**src/rtl/sin_pkg.sv**
```systemverilog
// Package for the shuffled index navigator: payload structs, command, mode
// and register codes, sequencer states. No dependencies.
package sin_pkg;

	localparam int SIN_MAX_ITEMS = 1024;
	localparam int CNT_W = 11;     // width of image_count and of internal indexes
	localparam int POS_W = 10;     // width of the reported position
	localparam int AMT_W = 16;
	localparam int CMD_W = 3;
	localparam int MODE_W = 2;
	localparam int CFG_IDX_W = 2;
	localparam int CFG_DATA_W = 11;
	localparam int LFSR_W = 16;

	localparam logic [CMD_W-1:0] CMD_FWD = 3'd0;
	localparam logic [CMD_W-1:0] CMD_BACK = 3'd1;
	localparam logic [CMD_W-1:0] CMD_REPEAT = 3'd2;
	localparam logic [CMD_W-1:0] CMD_JUMP_FWD = 3'd3;
	localparam logic [CMD_W-1:0] CMD_JUMP_BACK = 3'd4;
	localparam logic [CMD_W-1:0] CMD_JUMP_TO = 3'd5;

	localparam logic [MODE_W-1:0] MODE_SEQ = 2'd0;
	localparam logic [MODE_W-1:0] MODE_RANDOM = 2'd1;
	localparam logic [MODE_W-1:0] MODE_SHUFFLE = 2'd2;

	localparam logic [CFG_IDX_W-1:0] REG_IMAGE_COUNT = 2'd0;
	localparam logic [CFG_IDX_W-1:0] REG_ORDER_MODE = 2'd1;

	localparam logic [LFSR_W-1:0] LFSR_SEED = 16'hACE1;
	localparam logic [LFSR_W-1:0] LFSR_TAPS = 16'hB400;

	typedef struct packed {
		logic [CMD_W-1:0] cmd;
		logic [AMT_W-1:0] amount;
	} nav_in_t;

	typedef struct packed {
		logic [POS_W-1:0] current_position;
		logic             accepted;
	} nav_out_t;

	typedef enum logic [3:0] {
		ST_IDLE,
		ST_INIT,
		ST_MUL,
		ST_RD,
		ST_WA,
		ST_WB,
		ST_DRAW,
		ST_DATA,
		ST_REM
	} state_t;

endpackage

```
**src/rtl/sin_urem.sv**
```systemverilog
// Bit-serial restoring remainder, one dividend bit per cycle.
// Depends on sin_pkg for the default width.
module sin_urem import sin_pkg::*; #(
	parameter int W = CNT_W
) (
	input  logic         clk,
	input  logic         arst_n,
	input  logic         start,
	input  logic [W-1:0] dividend,
	input  logic [W-1:0] divisor,
	output logic         done,
	output logic [W-1:0] rem
);

	localparam int NW = $clog2(W + 1);

	logic [W-1:0]  dvd_q;
	logic [W-1:0]  div_q;
	logic [W-1:0]  acc_q;
	logic [NW-1:0] cnt_q;
	logic          run_q;
	logic          done_q;
	logic [W:0]    shifted;
	logic          ge;

	assign shifted = {acc_q, dvd_q[W-1]};
	assign ge = shifted >= {1'b0, div_q};

	always_ff @(posedge clk or negedge arst_n) begin
		if (!arst_n) begin
			run_q <= 1'b0;
			done_q <= 1'b0;
			cnt_q <= '0;
		end else begin
			done_q <= 1'b0;
			if (start) begin
				run_q <= 1'b1;
				cnt_q <= NW'(W);
			end else if (run_q) begin
				cnt_q <= cnt_q - 1'b1;
				if (cnt_q == NW'(1)) begin
					run_q <= 1'b0;
					done_q <= 1'b1;
				end
			end
		end
	end

	always_ff @(posedge clk) begin
		if (start) begin
			dvd_q <= dividend;
			div_q <= divisor;
			acc_q <= '0;
		end else if (run_q) begin
			dvd_q <= dvd_q << 1;
			// partial remainder stays below the divisor, so W bits suffice
			acc_q <= ge ? W'(shifted - {1'b0, div_q}) : W'(shifted);
		end
	end

	assign done = done_q;
	assign rem = acc_q;

endmodule

```
**config.mk**
```make
export PLATFORM = sky130hd
export DESIGN_NAME = sin_urem
export DESIGN_NICKNAME = d
export VERILOG_FILES = /design/src/rtl/sin_pkg.sv /design/src/rtl/sin_urem.sv
export SDC_FILE = /design/constraint.sdc
export NUM_CORES = 1
export LEC_CHECK = 0
export BUFFER_PORTS_ARGS = -buffer_cell sky130_fd_sc_hd__buf_2
export CORE_AREA = 2 2 66 68
export DETAILED_ROUTE_END_ITERATION = 12
export DIE_AREA = 0 0 68 70
export PLACE_DENSITY = 0.76
export SYNTH_ARGS = -nofsm -noshare
export SYNTH_HDL_FRONTEND = slang
export SYNTH_SLANG_ARGS = --single-unit
```
**constraint.sdc**
```tcl
create_clock -name clk -period 2.9 [get_ports clk]
set_input_delay 0.435 -clock clk [delete_from_list [all_inputs] [get_ports clk]]
set_output_delay 0.435 -clock clk [all_outputs]
set_load 0.02 [all_outputs]
```
==> out/qor.csv <==
stage,metric,value,unit
timing,fmax,0.382,GHz
critical_path,CP cell instances,inv_1 > ha_1 > fa_1 > nand2b_1 > o2bb2ai_1 > a2111oi_2 > or3_1 > buf_4 > mux2i_1 > o211ai_1,
route,routed via count,1526,
final_layout,most frequent cells in the layout,"buf_2, edfxtp_1, inv_1",
critical_path,startpoint types,flop,
synth,Synth cell types,49,
die,Initial Utilization,51.2,%
power_and_ir_drop,Overall Power,2.16,mW
synth,Main synth FF type,edfxtp_1,
critical_path,kind of critical path,reg -> reg,
die,Std-Cell Rows,24,
route,Vias/cell,5.34,
grt,gr ovfl total,0,
timing,fraction of the cycle the final worst path needs,90.4,%
critical_path,WP data arrival,2.79,ns
cts,H-tree levels,2,
timing,TNS Setup,0,ns
timing,worst hold slack,0.311,ns
final_layout,share of layout cells above drive strength 1,26.5,%
die,IO Count,37,
critical_path,Critical R2R Capture,rem[10]$_SDFFE_PP0P_,
timing,RSZ-0062 raised after global routing,no,
die,core area,0.00414,sq mm
critical_path,CP Data Required Time,3.07,ns
hold_path,hold endpoint,div_q[2]$_DFFE_PP_,
power_and_ir_drop,VDD IR max,327,uV
place,Buffers on Ports,36,
timing,Setup Skew,0.00645,ns
synth,share of synthesized registers carrying an async set or reset,15.4,%
synth,net count after synthesis,231,
place,Placer Congestion,0.898,
cts,clock-pin slew on the worst setup and hold paths,0.08,ns
cts,Sink Count,39,
critical_path,Worst Setup End Kind,flop,
final_layout,"commonest non-fill, non-tap cell in the layout",buf_2,
grt,initial antenna violation count,0,
cts,total CTS buffers,5,
run,max cap viols,0,
final_layout,# nets final,272,
route,router iterations before antenna repair,5,
synth,Mapped Area,0.00212,sq mm
timing,"Hold Violations, Final",0,
cts,CTS tree,done,
synth,Synth Instances,192,
critical_path,r2r setup slk,0.28,ns
power_and_ir_drop,Leak,1.12,nW
timing,worst-margin pin slew,0.516,ns
synth,Synth Register Bits,39,
final_layout,Fill cells,365,
place,DP Wirelength,2860,um
cts,Worst-Skew Late Latency,0.29,ns
timing,fin. max-slew vios,0,
grt,number of global-route vias before repair,1458,
hold_path,worst hold path type,in -> reg,
route,Final ANT Viol Nets,0,
die,Die H,70,um
synth,"Avg Cell Area, Syn",11.0,sq um
route,wire length per cell,13.5,um
route,Routed WL,3870,um
critical_path,CP max FO,5,
synth,Yosys warning count,0,
final_layout,Ant. Diodes,0,
cts,root buffer cell,clkbuf_8,
hold_path,min-delay src,divisor[2],
power_and_ir_drop,pwr dens,873,mW/mm^2
critical_path,worst r2r src,dvd_q[10]$_DFFE_PP_,
timing,normalized max-slew margin,65.5,%
hold_path,worst hold stages,1,
grt,GRT Util Overall,17.6,%
synth,"EDFF count, synth",22,
timing,Tmin final,2.62,ns
route,Initial DRC Count,57,
critical_path,r2r worst-path depth,10,
cts,clock tree buffer depth,2,
synth,"Seq/Total Area, Yosys",48.6,%
die,die area,0.00476,sq mm
final_layout,"Area growth, synth to finish",16.8,%
critical_path,max incr delay on CP,0.40,ns
die,die width,68,um
place,Placed Area,0.00235,sq mm
grt,first-pass GRT wire length,6330,um
timing,final setup violation count,0,
outcome,status,"finished, final reports clean",
final_layout,post-route cell area,0.00248,sq mm
route,DR DRC count,0,
critical_path,Critical-path top delay cell,fa_1,
grt,largest net degree at the start of global routing,22,
==> logic make-up after synthesis <==
family	share of synthesized area [%]
adder cells (fa/ha/maj)	8.61
AND/OR/NAND/NOR	12.4
buffers and inverters	5.13
flip-flops	48.6
AO/OA/AOI/OAI	12.2
multiplexers	9.32
XOR/XNOR	3.72
==> registers in the layout, summed over array words and instances (netlist names) <==
register  flops
done          1
run_q         1
cnt_q         4
div_q        11
dvd_q        11
rem          11
==> per-layer routing <==
metal  track usage (%)  up-vias  wire (um)  part of all wire (%)
met3              5.80        5        160                   4.1
met2              28.0       31       1930                    50
met1              22.3      718       1750                    45
met5                 0        -          0                     0
li1                  -      772          -                     -
met4              5.78        0         36                  0.93
==> power by group <==
part | total, mW | leakage [nW] | internal (mW) | switching, mW
clock network | 0.454 | 0.0581 | 0.256 | 0.198
logic | 0.945 | 0.684 | 0.422 | 0.524
registers | 0.763 | 0.382 | 0.685 | 0.0774
==> worst max-delay path by stage <==
stage / startpoint / end / depth (start not counted)
6_report: dvd_q[10]$_DFFE_PP_ / rem[10]$_SDFFE_PP0P_ / 10
5_1_grt: dvd_q[10]$_DFFE_PP_ / rem[10]$_SDFFE_PP0P_ / 10
4_1_cts: dvd_q[10]$_DFFE_PP_ / rem[10]$_SDFFE_PP0P_ / 10
3_5_place_dp: dvd_q[10]$_DFFE_PP_ / rem[10]$_SDFFE_PP0P_ / 10
3_3_place_gp: dvd_q[10]$_DFFE_PP_ / rem[10]$_SDFFE_PP0P_ / 10
2_1_floorplan: rem[0]$_SDFFE_PP0P_ / rem[0]$_SDFFE_PP0P_ / 9
==> repair_timing <==
item / CTS / global route
gates resized for setup: 0 / 0
setup buffers: 0 / 0
hold buffers: 1 / 0
endpoints found under the hold margin: 6 / 0
==> area by class of cell <==
type | instances | area [sq um] | share of cell area [%]
clock buffer | 5 | 68.8 | 2.78
clock inverter | 3 | 43.8 | 1.77
inverter | 18 | 67.6 | 2.73
multi-input combinational | 128 | 981 | 39.6
sequential | 39 | 1030 | 41.6
tap | 52 | 65.1 | 2.63
timing repair buffer | 41 | 220 | 8.89
==> through the flow <==
| stage | std cells | setup WS (ns) | util [%] |
|---|---|---|---|
| after CTS | 286 | 0.279 | 59.8 |
| final | 286 | 0.280 | 59.8 |
| after global placement | 277 | 0.363 | 56.8 |
| after detailed placement | 277 | 0.297 | 56.8 |
| after floorplan | 192 | 0.405 | - |
| after global routing | 286 | 0.0307 | 59.8 |
==> cells in the mapped netlist (all sizes together) (3+ instances only) <==
master / n / area (sq um)
a21o: 5 / 37.5
a21oi: 4 / 20.0
buf: 3 / 26.3
clkbuf: 4 / 15.0
dfrtp: 6 / 150
dfxtp: 11 / 220
edfxtp: 22 / 661
ha: 13 / 163
inv: 18 / 67.6
mux2: 11 / 128
mux2i: 7 / 70.1
nand2: 15 / 56.3
nand2b: 7 / 43.8
nand3: 3 / 15.0
nor2: 10 / 37.5
nor3: 3 / 15.0
o21ai: 7 / 35.0
xnor2: 6 / 52.6
xor2: 3 / 26.3
==> critical path: cells and delay by family, from the launching register on <==
kind / cells / cell delay, ns
buffers and inverters: 2 / 0.26
adder cells (fa/ha/maj): 2 / 0.62
AO/OA/AOI/OAI: 3 / 0.63
AND/OR/NAND/NOR: 2 / 0.48
flip-flops: 1 / 0.32
multiplexers: 1 / 0.19
(Power assumes the default switching activity.)
